## config.mk

```make
export PLATFORM = sky130hd
export DESIGN_NAME = line_segment_clipper
export DESIGN_NICKNAME = d
export VERILOG_FILES = /design/src/hw/rtl/lsc_pkg.sv /design/src/hw/rtl/lsc_div.sv /design/src/hw/rtl/lsc_dp.sv /design/src/hw/rtl/lsc_ctrl.sv /design/src/hw/rtl/line_segment_clipper.sv
export SDC_FILE = /design/constraint.sdc
export NUM_CORES = 2
export LEC_CHECK = 0
export BUFFER_PORTS_ARGS = -buffer_cell sky130_fd_sc_hd__buf_4
export CAP_MARGIN = 5
export CORE_ASPECT_RATIO = 1.1
export CORE_UTILIZATION = 40
export DETAILED_ROUTE_END_ITERATION = 16
export HOLD_SLACK_MARGIN = 0.03
export SYNTH_ARGS = -nofsm -noshare
export SYNTH_HDL_FRONTEND = slang
export SYNTH_SLANG_ARGS = --single-unit
```

## constraint.sdc

```tcl
create_clock -name clk -period 12.25 [get_ports clk]
set_clock_uncertainty 0.2 [all_clocks]
set_input_delay 1.225 -clock clk [delete_from_list [all_inputs] [get_ports clk]]
set_output_delay 1.225 -clock clk [all_outputs]
set_load 0.02 [all_outputs]
```

## src/hw/rtl/lsc_pkg.sv

```systemverilog
package lsc_pkg;

	localparam int COORD_BITS = 16;
	localparam int DIFF_BITS  = COORD_BITS + 1;
	localparam int PROD_BITS  = 2 * DIFF_BITS;
	localparam int STEP_BITS  = 4;
	localparam logic [STEP_BITS-1:0] MAX_CLIP_STEPS = STEP_BITS'(8);

	localparam logic [3:0] OC_LEFT   = 4'd1;
	localparam logic [3:0] OC_RIGHT  = 4'd2;
	localparam logic [3:0] OC_BOTTOM = 4'd4;
	localparam logic [3:0] OC_TOP    = 4'd8;

	localparam logic [1:0] REG_LEFT   = 2'd0;
	localparam logic [1:0] REG_BOTTOM = 2'd1;
	localparam logic [1:0] REG_RIGHT  = 2'd2;
	localparam logic [1:0] REG_TOP    = 2'd3;

	localparam logic signed [COORD_BITS-1:0] RST_LEFT   = COORD_BITS'(100);
	localparam logic signed [COORD_BITS-1:0] RST_BOTTOM = COORD_BITS'(100);
	localparam logic signed [COORD_BITS-1:0] RST_RIGHT  = COORD_BITS'(300);
	localparam logic signed [COORD_BITS-1:0] RST_TOP    = COORD_BITS'(300);

	typedef enum logic [2:0] {
		ST_IDLE,
		ST_EVAL,
		ST_PREP,
		ST_MUL,
		ST_DIV,
		ST_WAIT,
		ST_UPD,
		ST_EMIT
	} state_t;

	typedef struct packed {
		logic load;
		logic prep;
		logic mul;
		logic upd;
		logic emit;
		logic accept;
	} dp_cmd_t;

	typedef struct packed {
		logic [3:0] code1;
		logic [3:0] code2;
		logic       out_busy;
	} dp_status_t;

endpackage

```

## src/hw/rtl/lsc_div.sv

```systemverilog
module lsc_div (
	input  logic                                clk,
	input  logic                                arst_n,
	input  logic                                start,
	input  logic [lsc_pkg::PROD_BITS-1:0]       dividend,
	input  logic [lsc_pkg::DIFF_BITS-1:0]       divisor,
	output logic                                done,
	output logic [lsc_pkg::PROD_BITS-1:0]       quotient
);

	localparam int CNT_BITS = $clog2(lsc_pkg::PROD_BITS + 1);

	logic [CNT_BITS-1:0]              cnt_q;
	logic                             busy_q;
	logic                             done_q;
	logic [lsc_pkg::DIFF_BITS:0]      rem_q;
	logic [lsc_pkg::PROD_BITS-1:0]    quo_q;
	logic [lsc_pkg::DIFF_BITS-1:0]    dvs_q;
	logic [lsc_pkg::DIFF_BITS:0]      rem_sh;
	logic [lsc_pkg::DIFF_BITS:0]      rem_sub;
	logic                             fits;

	// one restoring step: shift in the next dividend bit, subtract if it fits
	always_comb begin
		rem_sh  = {rem_q[lsc_pkg::DIFF_BITS-1:0], quo_q[lsc_pkg::PROD_BITS-1]};
		rem_sub = rem_sh - {1'b0, dvs_q};
		fits    = (rem_sh >= {1'b0, dvs_q});
	end

	always_ff @(posedge clk or negedge arst_n) begin
		if (!arst_n) begin
			busy_q <= 1'b0;
			done_q <= 1'b0;
			cnt_q  <= '0;
		end else begin
			done_q <= 1'b0;
			if (start) begin
				busy_q <= 1'b1;
				cnt_q  <= CNT_BITS'(lsc_pkg::PROD_BITS);
			end else if (busy_q) begin
				cnt_q <= cnt_q - CNT_BITS'(1);
				if (cnt_q == CNT_BITS'(1)) begin
					busy_q <= 1'b0;
					done_q <= 1'b1;
				end
			end
		end
	end

	always_ff @(posedge clk) begin
		if (start) begin
			rem_q <= '0;
			quo_q <= dividend;
			dvs_q <= divisor;
		end else if (busy_q) begin
			rem_q <= fits ? rem_sub : rem_sh;
			quo_q <= {quo_q[lsc_pkg::PROD_BITS-2:0], fits};
		end
	end

	assign done     = done_q;
	assign quotient = quo_q;

endmodule

```

## src/hw/rtl/lsc_dp.sv

```systemverilog
module lsc_dp (
	input  logic                                clk,
	input  logic                                arst_n,
	input  logic                                cfg_we,
	input  logic [1:0]                          cfg_index,
	input  logic [lsc_pkg::COORD_BITS-1:0]      cfg_data,
	input  logic [4*lsc_pkg::COORD_BITS-1:0]    in_data,
	input  lsc_pkg::dp_cmd_t                    cmd,
	output lsc_pkg::dp_status_t                 status,
	output logic [lsc_pkg::PROD_BITS-1:0]       div_dividend,
	output logic [lsc_pkg::DIFF_BITS-1:0]       div_divisor,
	input  logic [lsc_pkg::PROD_BITS-1:0]       div_quotient,
	output logic                                out_valid,
	input  logic                                out_ready,
	output logic                                out_accepted,
	output logic [4*lsc_pkg::COORD_BITS-1:0]    out_data
);

	localparam int CB = lsc_pkg::COORD_BITS;
	localparam int DB = lsc_pkg::DIFF_BITS;

	logic signed [CB-1:0] win_left_q, win_bottom_q, win_right_q, win_top_q;
	logic signed [CB-1:0] x1_q, y1_q, x2_q, y2_q;
	logic signed [DB-1:0] a_q, b_q, d_q;
	logic                 axis_y_q, side1_q;
	logic signed [CB-1:0] edge_q;
	logic [lsc_pkg::PROD_BITS-1:0] prod_q;
	logic [DB-1:0]        dmag_q;
	logic                 neg_q, dzero_q;
	logic                 out_valid_q, out_acc_q;
	logic [4*CB-1:0]      out_data_q;

	logic [3:0]           code1, code2, oc;
	logic                 p_axis_y;
	logic signed [CB-1:0] p_edge;
	logic signed [DB-1:0] p_a, p_b, p_d;
	logic [DB-1:0]        mag_a, mag_b;
	logic signed [DB:0]   q_s, base_s, new_s;
	logic signed [CB-1:0] new_c;

	function automatic logic [3:0] outcode(input logic signed [CB-1:0] x,
		input logic signed [CB-1:0] y, input logic signed [CB-1:0] l,
		input logic signed [CB-1:0] b, input logic signed [CB-1:0] r,
		input logic signed [CB-1:0] t);
		logic [3:0] c;
		c = '0;
		if (x < l) c = c | lsc_pkg::OC_LEFT;
		if (x > r) c = c | lsc_pkg::OC_RIGHT;
		if (y < b) c = c | lsc_pkg::OC_BOTTOM;
		if (y > t) c = c | lsc_pkg::OC_TOP;
		return c;
	endfunction

	function automatic logic [DB-1:0] magn(input logic signed [DB-1:0] v);
		return v[DB-1] ? DB'(-v) : DB'(v);
	endfunction

	always_comb begin
		code1 = outcode(x1_q, y1_q, win_left_q, win_bottom_q, win_right_q, win_top_q);
		code2 = outcode(x2_q, y2_q, win_left_q, win_bottom_q, win_right_q, win_top_q);
		oc    = (code1 != 4'd0) ? code1 : code2;
		if ((oc & lsc_pkg::OC_TOP) != 4'd0) begin
			p_axis_y = 1'b1;
			p_edge   = win_top_q;
		end else if ((oc & lsc_pkg::OC_BOTTOM) != 4'd0) begin
			p_axis_y = 1'b1;
			p_edge   = win_bottom_q;
		end else if ((oc & lsc_pkg::OC_RIGHT) != 4'd0) begin
			p_axis_y = 1'b0;
			p_edge   = win_right_q;
		end else begin
			p_axis_y = 1'b0;
			p_edge   = win_left_q;
		end
		if (p_axis_y) begin
			p_a = DB'(x2_q) - DB'(x1_q);
			p_b = DB'(p_edge) - DB'(y1_q);
			p_d = DB'(y2_q) - DB'(y1_q);
		end else begin
			p_a = DB'(y2_q) - DB'(y1_q);
			p_b = DB'(p_edge) - DB'(x1_q);
			p_d = DB'(x2_q) - DB'(x1_q);
		end
		mag_a  = magn(a_q);
		mag_b  = magn(b_q);
		// quotient never exceeds |a|, so its low DB bits hold it
		q_s    = dzero_q ? '0 : (neg_q ? -$signed({1'b0, div_quotient[DB-1:0]})
			: $signed({1'b0, div_quotient[DB-1:0]}));
		base_s = axis_y_q ? (DB+1)'(x1_q) : (DB+1)'(y1_q);
		new_s  = base_s + q_s;
		new_c  = new_s[CB-1:0];
	end

	always_ff @(posedge clk or negedge arst_n) begin
		if (!arst_n) begin
			win_left_q   <= lsc_pkg::RST_LEFT;
			win_bottom_q <= lsc_pkg::RST_BOTTOM;
			win_right_q  <= lsc_pkg::RST_RIGHT;
			win_top_q    <= lsc_pkg::RST_TOP;
			out_valid_q  <= 1'b0;
		end else begin
			if (cfg_we) begin
				unique case (cfg_index)
					lsc_pkg::REG_LEFT:   win_left_q   <= cfg_data;
					lsc_pkg::REG_BOTTOM: win_bottom_q <= cfg_data;
					lsc_pkg::REG_RIGHT:  win_right_q  <= cfg_data;
					lsc_pkg::REG_TOP:    win_top_q    <= cfg_data;
					default: ;
				endcase
			end
			if (cmd.emit) begin
				out_valid_q <= 1'b1;
			end else if (out_ready) begin
				out_valid_q <= 1'b0;
			end
		end
	end

	always_ff @(posedge clk) begin
		if (cmd.load) begin
			x1_q <= in_data[CB-1:0];
			y1_q <= in_data[2*CB-1:CB];
			x2_q <= in_data[3*CB-1:2*CB];
			y2_q <= in_data[4*CB-1:3*CB];
		end else if (cmd.upd) begin
			if (side1_q) begin
				x1_q <= axis_y_q ? new_c : edge_q;
				y1_q <= axis_y_q ? edge_q : new_c;
			end else begin
				x2_q <= axis_y_q ? new_c : edge_q;
				y2_q <= axis_y_q ? edge_q : new_c;
			end
		end
		if (cmd.prep) begin
			a_q      <= p_a;
			b_q      <= p_b;
			d_q      <= p_d;
			axis_y_q <= p_axis_y;
			edge_q   <= p_edge;
			side1_q  <= (code1 != 4'd0);
		end
		if (cmd.mul) begin
			prod_q  <= lsc_pkg::PROD_BITS'(mag_a * mag_b);
			dmag_q  <= magn(d_q);
			neg_q   <= (a_q[DB-1] ^ b_q[DB-1]) ^ d_q[DB-1];
			dzero_q <= (d_q == '0);
		end
		if (cmd.emit) begin
			out_acc_q  <= cmd.accept;
			out_data_q <= cmd.accept ? {y2_q, x2_q, y1_q, x1_q} : '0;
		end
	end

	assign status.code1    = code1;
	assign status.code2    = code2;
	assign status.out_busy = out_valid_q && !out_ready;
	assign div_dividend    = prod_q;
	assign div_divisor     = dmag_q;
	assign out_valid       = out_valid_q;
	assign out_accepted    = out_acc_q;
	assign out_data        = out_data_q;

endmodule

```

## src/hw/rtl/lsc_ctrl.sv

```systemverilog
module lsc_ctrl (
	input  logic                 clk,
	input  logic                 arst_n,
	input  logic                 in_valid,
	output logic                 in_ready,
	input  lsc_pkg::dp_status_t  status,
	input  logic                 div_done,
	output logic                 div_start,
	output lsc_pkg::dp_cmd_t     cmd
);

	lsc_pkg::state_t                   state_q, state_d;
	logic [lsc_pkg::STEP_BITS-1:0]     steps_q, steps_d;
	logic                              acc_q, acc_d;

	always_ff @(posedge clk or negedge arst_n) begin
		if (!arst_n) begin
			state_q <= lsc_pkg::ST_IDLE;
			steps_q <= '0;
			acc_q   <= 1'b0;
		end else begin
			state_q <= state_d;
			steps_q <= steps_d;
			acc_q   <= acc_d;
		end
	end

	always_comb begin
		state_d   = state_q;
		steps_d   = steps_q;
		acc_d     = acc_q;
		in_ready  = 1'b0;
		div_start = 1'b0;
		cmd       = '0;
		unique case (state_q)
			lsc_pkg::ST_IDLE: begin
				in_ready = 1'b1;
				if (in_valid) begin
					cmd.load = 1'b1;
					steps_d  = '0;
					state_d  = lsc_pkg::ST_EVAL;
				end
			end
			lsc_pkg::ST_EVAL: begin
				if ((status.code1 | status.code2) == 4'd0) begin
					acc_d   = 1'b1;
					state_d = lsc_pkg::ST_EMIT;
				end else if ((status.code1 & status.code2) != 4'd0
					|| steps_q >= lsc_pkg::MAX_CLIP_STEPS) begin
					acc_d   = 1'b0;
					state_d = lsc_pkg::ST_EMIT;
				end else begin
					steps_d = steps_q + lsc_pkg::STEP_BITS'(1);
					state_d = lsc_pkg::ST_PREP;
				end
			end
			lsc_pkg::ST_PREP: begin
				cmd.prep = 1'b1;
				state_d  = lsc_pkg::ST_MUL;
			end
			lsc_pkg::ST_MUL: begin
				cmd.mul = 1'b1;
				state_d = lsc_pkg::ST_DIV;
			end
			lsc_pkg::ST_DIV: begin
				div_start = 1'b1;
				state_d   = lsc_pkg::ST_WAIT;
			end
			lsc_pkg::ST_WAIT: begin
				if (div_done) state_d = lsc_pkg::ST_UPD;
			end
			lsc_pkg::ST_UPD: begin
				cmd.upd = 1'b1;
				state_d = lsc_pkg::ST_EVAL;
			end
			lsc_pkg::ST_EMIT: begin
				if (!status.out_busy) begin
					cmd.emit   = 1'b1;
					cmd.accept = acc_q;
					state_d    = lsc_pkg::ST_IDLE;
				end
			end
			default: state_d = lsc_pkg::ST_IDLE;
		endcase
	end

endmodule

```

## src/hw/rtl/line_segment_clipper.sv

```systemverilog
// Channel   Dir  Signals                          Contents
// s_axis    in   s_tvalid s_tready s_tdata[63:0]  one segment: start and end point
// m_axis    out  m_tvalid m_tready m_tdata[63:0]  clipped segment, accept flag in tuser
// cfg       in   cfg_we cfg_index cfg_data        window edges: left, bottom, right, top
//
// One segment at a time. Each segment is taken, gets a final outcode test and is emitted;
// before that, each clip step runs outcode test, prep, multiply, divider start, a wait on
// the 34-bit restoring divider and update; a regular window needs at most four steps,
// and the eight-step bound caps any other case.
// The divider produces one quotient bit per cycle.
// The result register frees the input side: a new segment is taken while the last result
// still waits for m_tready; a finished segment holds in its emit state until the slot clears.
// arst_n clears the control and loads the window with its default 100..300 square.
module line_segment_clipper (
	input  logic        clk,
	input  logic        arst_n,
	input  logic        s_tvalid,
	output logic        s_tready,
	// start_x [15:0], start_y [31:16], end_x [47:32], end_y [63:48]
	input  logic [63:0] s_tdata,
	output logic        m_tvalid,
	input  logic        m_tready,
	// clip_start_x [15:0], clip_start_y [31:16], clip_end_x [47:32], clip_end_y [63:48]
	output logic [63:0] m_tdata,
	// accepted [0]
	output logic        m_tuser,
	input  logic        cfg_we,
	input  logic [1:0]  cfg_index,
	input  logic [15:0] cfg_data
);

	lsc_pkg::dp_cmd_t               cmd;
	lsc_pkg::dp_status_t            status;
	logic                           div_start;
	logic                           div_done;
	logic [lsc_pkg::PROD_BITS-1:0]  div_dividend;
	logic [lsc_pkg::DIFF_BITS-1:0]  div_divisor;
	logic [lsc_pkg::PROD_BITS-1:0]  div_quotient;

	// sequencer: outcode tests, step count, handshake
	lsc_ctrl u_ctrl (
		.clk       (clk),
		.arst_n    (arst_n),
		.in_valid  (s_tvalid),
		.in_ready  (s_tready),
		.status    (status),
		.div_done  (div_done),
		.div_start (div_start),
		.cmd       (cmd)
	);

	// endpoints, window registers, multiplier and result register
	lsc_dp u_dp (
		.clk          (clk),
		.arst_n       (arst_n),
		.cfg_we       (cfg_we),
		.cfg_index    (cfg_index),
		.cfg_data     (cfg_data),
		.in_data      (s_tdata),
		.cmd          (cmd),
		.status       (status),
		.div_dividend (div_dividend),
		.div_divisor  (div_divisor),
		.div_quotient (div_quotient),
		.out_valid    (m_tvalid),
		.out_ready    (m_tready),
		.out_accepted (m_tuser),
		.out_data     (m_tdata)
	);

	// magnitude divider, one bit per cycle
	lsc_div u_div (
		.clk      (clk),
		.arst_n   (arst_n),
		.start    (div_start),
		.dividend (div_dividend),
		.divisor  (div_divisor),
		.done     (div_done),
		.quotient (div_quotient)
	);

endmodule

```

======== Word-level counts from Yosys, hierarchy flattened ========
Index checks and enable logic that the tools add are counted.
word-level totals
  flip-flop bits (word level) ............. 400
  input bits .............................. 87
  output and inout port bits .............. 67
operators by class
  add/subtract/negate cells ............... 12
  $mul .................................... 1
  order comparisons ....................... 10
  eq/ne operators ......................... 17
  multiplexer cells ....................... 71
  bitwise gates (word level) .............. 4
  reductions and logical operators ........ 24
operators by type and width
  kind                number
  $mux 16             21
  $mux 17             6
  $mux 34             2
  $sub 16x16->17      4
  $gt 16x16->1        4
  $lt 16x16->1        4
  $neg 17->17         3
  $mul 17x17->34      1
  $mux 4              6
  $pmux 3 s8          1
  $mux 1              21
  $mux 3              7
  $ge 18x17->1        1
  $logic_not 17->1    1
  $sub 17x17->17      1
  $add 16x16->16      1
  $neg 16->16         1
  $reduce_and 2->1    7
  $eq 3x3->1 const B  4
  $mux 6              2
  $reduce_bool 2->1   6
  $ne 2x2->1 const B  5
  $mux 2              4
  $pmux 4 s2          1
  21 further kinds    25

======== Longest topological paths before layout ========
  depth in word-level cells ............... 12
  depth in mapped cells ................... 33

======== By module ========
A second synthesis with hierarchy kept.
second synthesis, totals
  cells, all modules ...................... 3329
  area total of the unflattened synthesis .. 33408.3 um^2
by module, submodules not included
  module    times used  cells each  area each (um^2)  sequential area each (um^2)
  lsc_dp    1           2941        29007.8           9181.3
  lsc_div   1           323         3852.4            2072.0
  lsc_ctrl  1           65          548.0             200.2

======== Least setup slack after synthesis ========
OpenSTA, ideal clock, no wires.
  path kind ............................... register to register
  start point ............................. register u_dp.b_q[0]
  end point ............................... register u_dp.prod_q, in the netlist u_dp.div_dividend[32], data pin
  setup time .............................. 258 ps
  arrival ................................. 7995 ps
  data required time ...................... 11792 ps
  setup slack ............................. 3798 ps
  cell stages (with the launch flop) ...... 30
  path buffers ............................ 2
  period minus slack after synthesis ...... 8452 ps
  path through ............................ edfxtp_1 clkbuf_1 inv_1 ha_1 nand2_1 or3_1 or4_1 or4_4 nor4b_2 nand2_1 fa_1 fa_1 inv_1 fa_1 fa_1 fa_1 inv_1 fa_1 inv_1 ha_1 clkbuf_1 nor2_1 nor2_1 o221ai_1 a21oi_1 a2111oi_0 o21ai_0 a311o_1 a21oi_1 xnor2_1
on the way
  word-level cells in the longest chain between the ends .. 3
ends and longest elaborated chain
  element                   line           text
  start: declaration        lsc_dp.sv:24   logic signed [DB-1:0] a_q, b_q, d_q;
  start signal: assignment  lsc_dp.sv:136  b_q <= p_b;
  $neg 17->17               lsc_dp.sv:55   return v[DB-1] ? DB'(-v) : DB'(v);
  $mux 17 *                 lsc_dp.sv:55
  $mul 17x17->34 *          lsc_dp.sv:143  prod_q <= lsc_pkg::PROD_BITS'(mag_a * mag_b);
  end signal: assignment    lsc_dp.sv:143
  end: declaration          lsc_dp.sv:27   logic [lsc_pkg::PROD_BITS-1:0] prod_q;
Mark *: on every way between the ends. The rest lies on a longest branch, timed or not.
A chain may end at the register's enable or synchronous reset.

======== Worst setup path after layout ========
Ends and elaborated chain as after synthesis.

==> results.toml <==
[timing]
fin_crit_sh_pct = 79.36
fmax_ghz = 0.1029
tightest_slew_ns = 1.156
rsz0062_at_grt = "no"
fin_crit_ns = 9.721
tns_ns = 0
setup_violations = 0
finalHoldViolations = 0
slew_headroom_pct = 20.94
slew_violations = 0

[clock_network]
cts-root-buf = "clkbuf_16"
htree_num_levels = 2
clk_latency_ns = 0.62
numCtsBuffers = 46
cts_setup_buffers = 0
cts_resized = 0
ctsHoldBuffers = 0
cts_tree = "yes"
clock_path_buffers = 3
clk_pin_slew_ns = 0.05
cts.sinks = 400

[synth]
yosysSeqAreaShare_pct = 34.25
synthCells = 3427
ys_ff_latch = 400
muxShareOfSynthArea_pct = 3.981
synth_flop_cell = "edfxtp_1"
syn_nets = 4064
synth_cell_types = 83
synth_top_family_by_area = "adder cells"
netlist_area_um2 = 33440
synthSimpleGateAreaFrac_pct = 14.31
async_reset_ff_share_pct = 20.25
synth_xor_area_share_pct = 4.474
syn_area_per_cell_um2 = 9.759
yosys.area_share.adder_pct = 25.72
synth_compound_area_share_pct = 10.83
ys_warn_count = 0
synth_edf_count = 302

[route]
drt_iter0_drc = 1690
antenna_left = 0
vias_per_cell = 5.383
drt_pass1_iterations = 8
vias = 25190
wl_um = 99660
wire_per_inst_um = 21.30
drc_errors = 0

[floorplan]
dieWidth_um = 277.7
start_util_pct = 40.64
core_area_um2 = 82300
die_h_um = 305.3
dieArea_um2 = 84770
boundaryPins = 154
fp-row-count = 110

[global_routing]
gr-max-usage-layer = "met2"
gr-total-overflow = 0
grt_first_pass_wirelength_um = 151300
met3_usage_pct = 4.723
grtUsageTotal_pct = 23.57
grt_util_met2_pct = 39.90
use_met1_pct = 29.06
grt_max_degree = 81
grt_pass1_vias = 25510
grt_antenna_before_repair = 0

[placement]
gp_congestion = 0.9493
io_buffer_count = 153
hpwl_um = 79130

[critical_path]
reg2reg_from = "u_dp.b_q[0]"
critPathLaunchType = "flip-flop"
cp-end-kind = "flip-flop"
crit_type = "reg -> reg"
path_max_fanout = 16
worst_ep_arrival_time_ns = 9.85
cp-startpoint = "u_dp.b_q[0]"
worstPathRequired_ns = 12.38
r2r_slack_ns = 2.53

[final_layout]
areaGrowthSynthToFinish_pct = 12.02
drive_gt1_share_pct = 10.68
final_cell_mix = "455 x inv_1, 435 x nand2_1, 321 x ha_1"
layout_commonest_cell = "inv_1"
nets = 4214

[outcome]
outcome = "finished, final reports clean"

[hold_path]
holdCritPathClass = "reg -> reg"
min-delay-start = "u_dp.div_divisor[5]"

[run]
drv_cap = 0
cells in the mapped netlist, types with 15 or more instances:
master / n / area share (%)
nor2b_1: 21 / 0.39
mux2_2: 70 / 2.4
fa_1: 229 / 14
nand2_1: 436 / 4.9
nor2_1: 291 / 3.3
a21oi_1: 134 / 2.0
xor2_1: 63 / 1.6
a31oi_1: 15 / 0.28
o211ai_1: 19 / 0.43
o31ai_1: 20 / 0.45
clkbuf_1: 85 / 0.95
o21a_1: 53 / 1.2
nand2b_1: 25 / 0.47
a211oi_1: 21 / 0.47
or3_1: 25 / 0.47
edfxtp_1: 302 / 27
mux2i_1: 52 / 1.6
a21o_1: 34 / 0.76
dfrtp_1: 67 / 5.0
o21ai_0: 145 / 2.2
nand3_1: 49 / 0.73
a22oi_1: 16 / 0.36
inv_1: 455 / 5.1
xnor2_1: 106 / 2.8
and3_1: 77 / 1.4
nor3_1: 55 / 0.82
and2_1: 22 / 0.41
ha_1: 321 / 12
nand4_1: 21 / 0.39
dfxtp_1: 17 / 1.0
area by class of cell:
class	instances	area [µm²]
repair buffers	203	1524
clock inverters	21	202.7
diodes	1	2.502
clock buffers	64	1323
inverters	458	1719
multi-input cells	2468	19910
well taps	1064	1331
fillers	7914	44840
flip-flops and latches	400	11450
final timing paths:
path | endpoint | cells after the start
max | u_dp.div_dividend[32] | 25
min | u_div.dvs_q[5] | 0
max in group asynchronous | u_ctrl.acc_q | 2
min in group asynchronous | u_dp.win_right_q[13] | 1
max reg2reg | u_dp.div_dividend[32] | 25
min reg2reg | u_div.dvs_q[5] | 0
logic make-up (layout without fill, tap and decap cells):
kind of cell,count (synthesis),count (layout)
simple gates,1064,1064
compound gates,560,560
buf+inv,559,746
fa+ha+maj,550,550
flops,400,400
xor+xnor,170,170
mux,124,124
other cells,0,1
metal layers:
metal | wire, µm | share of wire [%]
met3 | 6231 | 6.3
met4 | 4564 | 4.6
met5 | 0 | 0
met2 | 48010 | 48
met1 | 40860 | 41
critical path: stages (launching register included):
cell and delay (ns):
edfxtp_1 0.65, inv_1 0.25, ha_1 0.19, nand2_1 0.07
or3_1 0.36, or4_1 0.47, or4_4 0.49, and2_1 0.21
xor2_1 0.84, nand2_1 0.18, fa_1 0.56, fa_1 0.44
fa_1 0.52, fa_1 0.52, fa_1 0.51, fa_1 0.54
inv_1 0.04, ha_1 0.35, a211o_1 0.30, o221ai_1 0.15
a21oi_1 0.11, a2111oi_0 0.59, o21ai_0 0.29, a311o_1 0.33
a21oi_1 0.19, xnor2_1 0.09
through the flow:
stage	cell area, µm²	util (%)	cells	setup WS [ns]	hold WS (ns)
floorplan	33440	-	3427	3.798	0.2003
global placement	35940	43.67	4593	2.689	0.2007
detailed placement	35940	43.67	4593	2.620	0.2045
CTS	37460	45.52	4678	2.577	0.2172
global route	37460	45.52	4678	2.087	0.2246
finish	37470	45.52	4679	2.529	0.2171
sequential cells by signal, indices dropped and copies added (netlist names), 6 cells and up:
signal             flops
u_dp.a_q              17
u_dp.edge_q           16
u_dp.win_right_q      16
u_dp.win_left_q       16
u_div.cnt_q            6
u_div.rem_q           17
u_dp.div_dividend     34
u_dp.win_top_q        16
u_div.dvs_q           17
u_dp.div_divisor      17
u_dp.x1_q             16
u_dp.y2_q             16
u_dp.win_bottom_q     16
u_dp.out_data         64
u_dp.d_q              17
u_div.quotient        34
u_dp.y1_q             16
u_dp.b_q              17
u_dp.x2_q             16
Power is left out: the tool's default activity adds up to more than one toggle a clock period on the data nets, which glitch-free logic cannot reach.
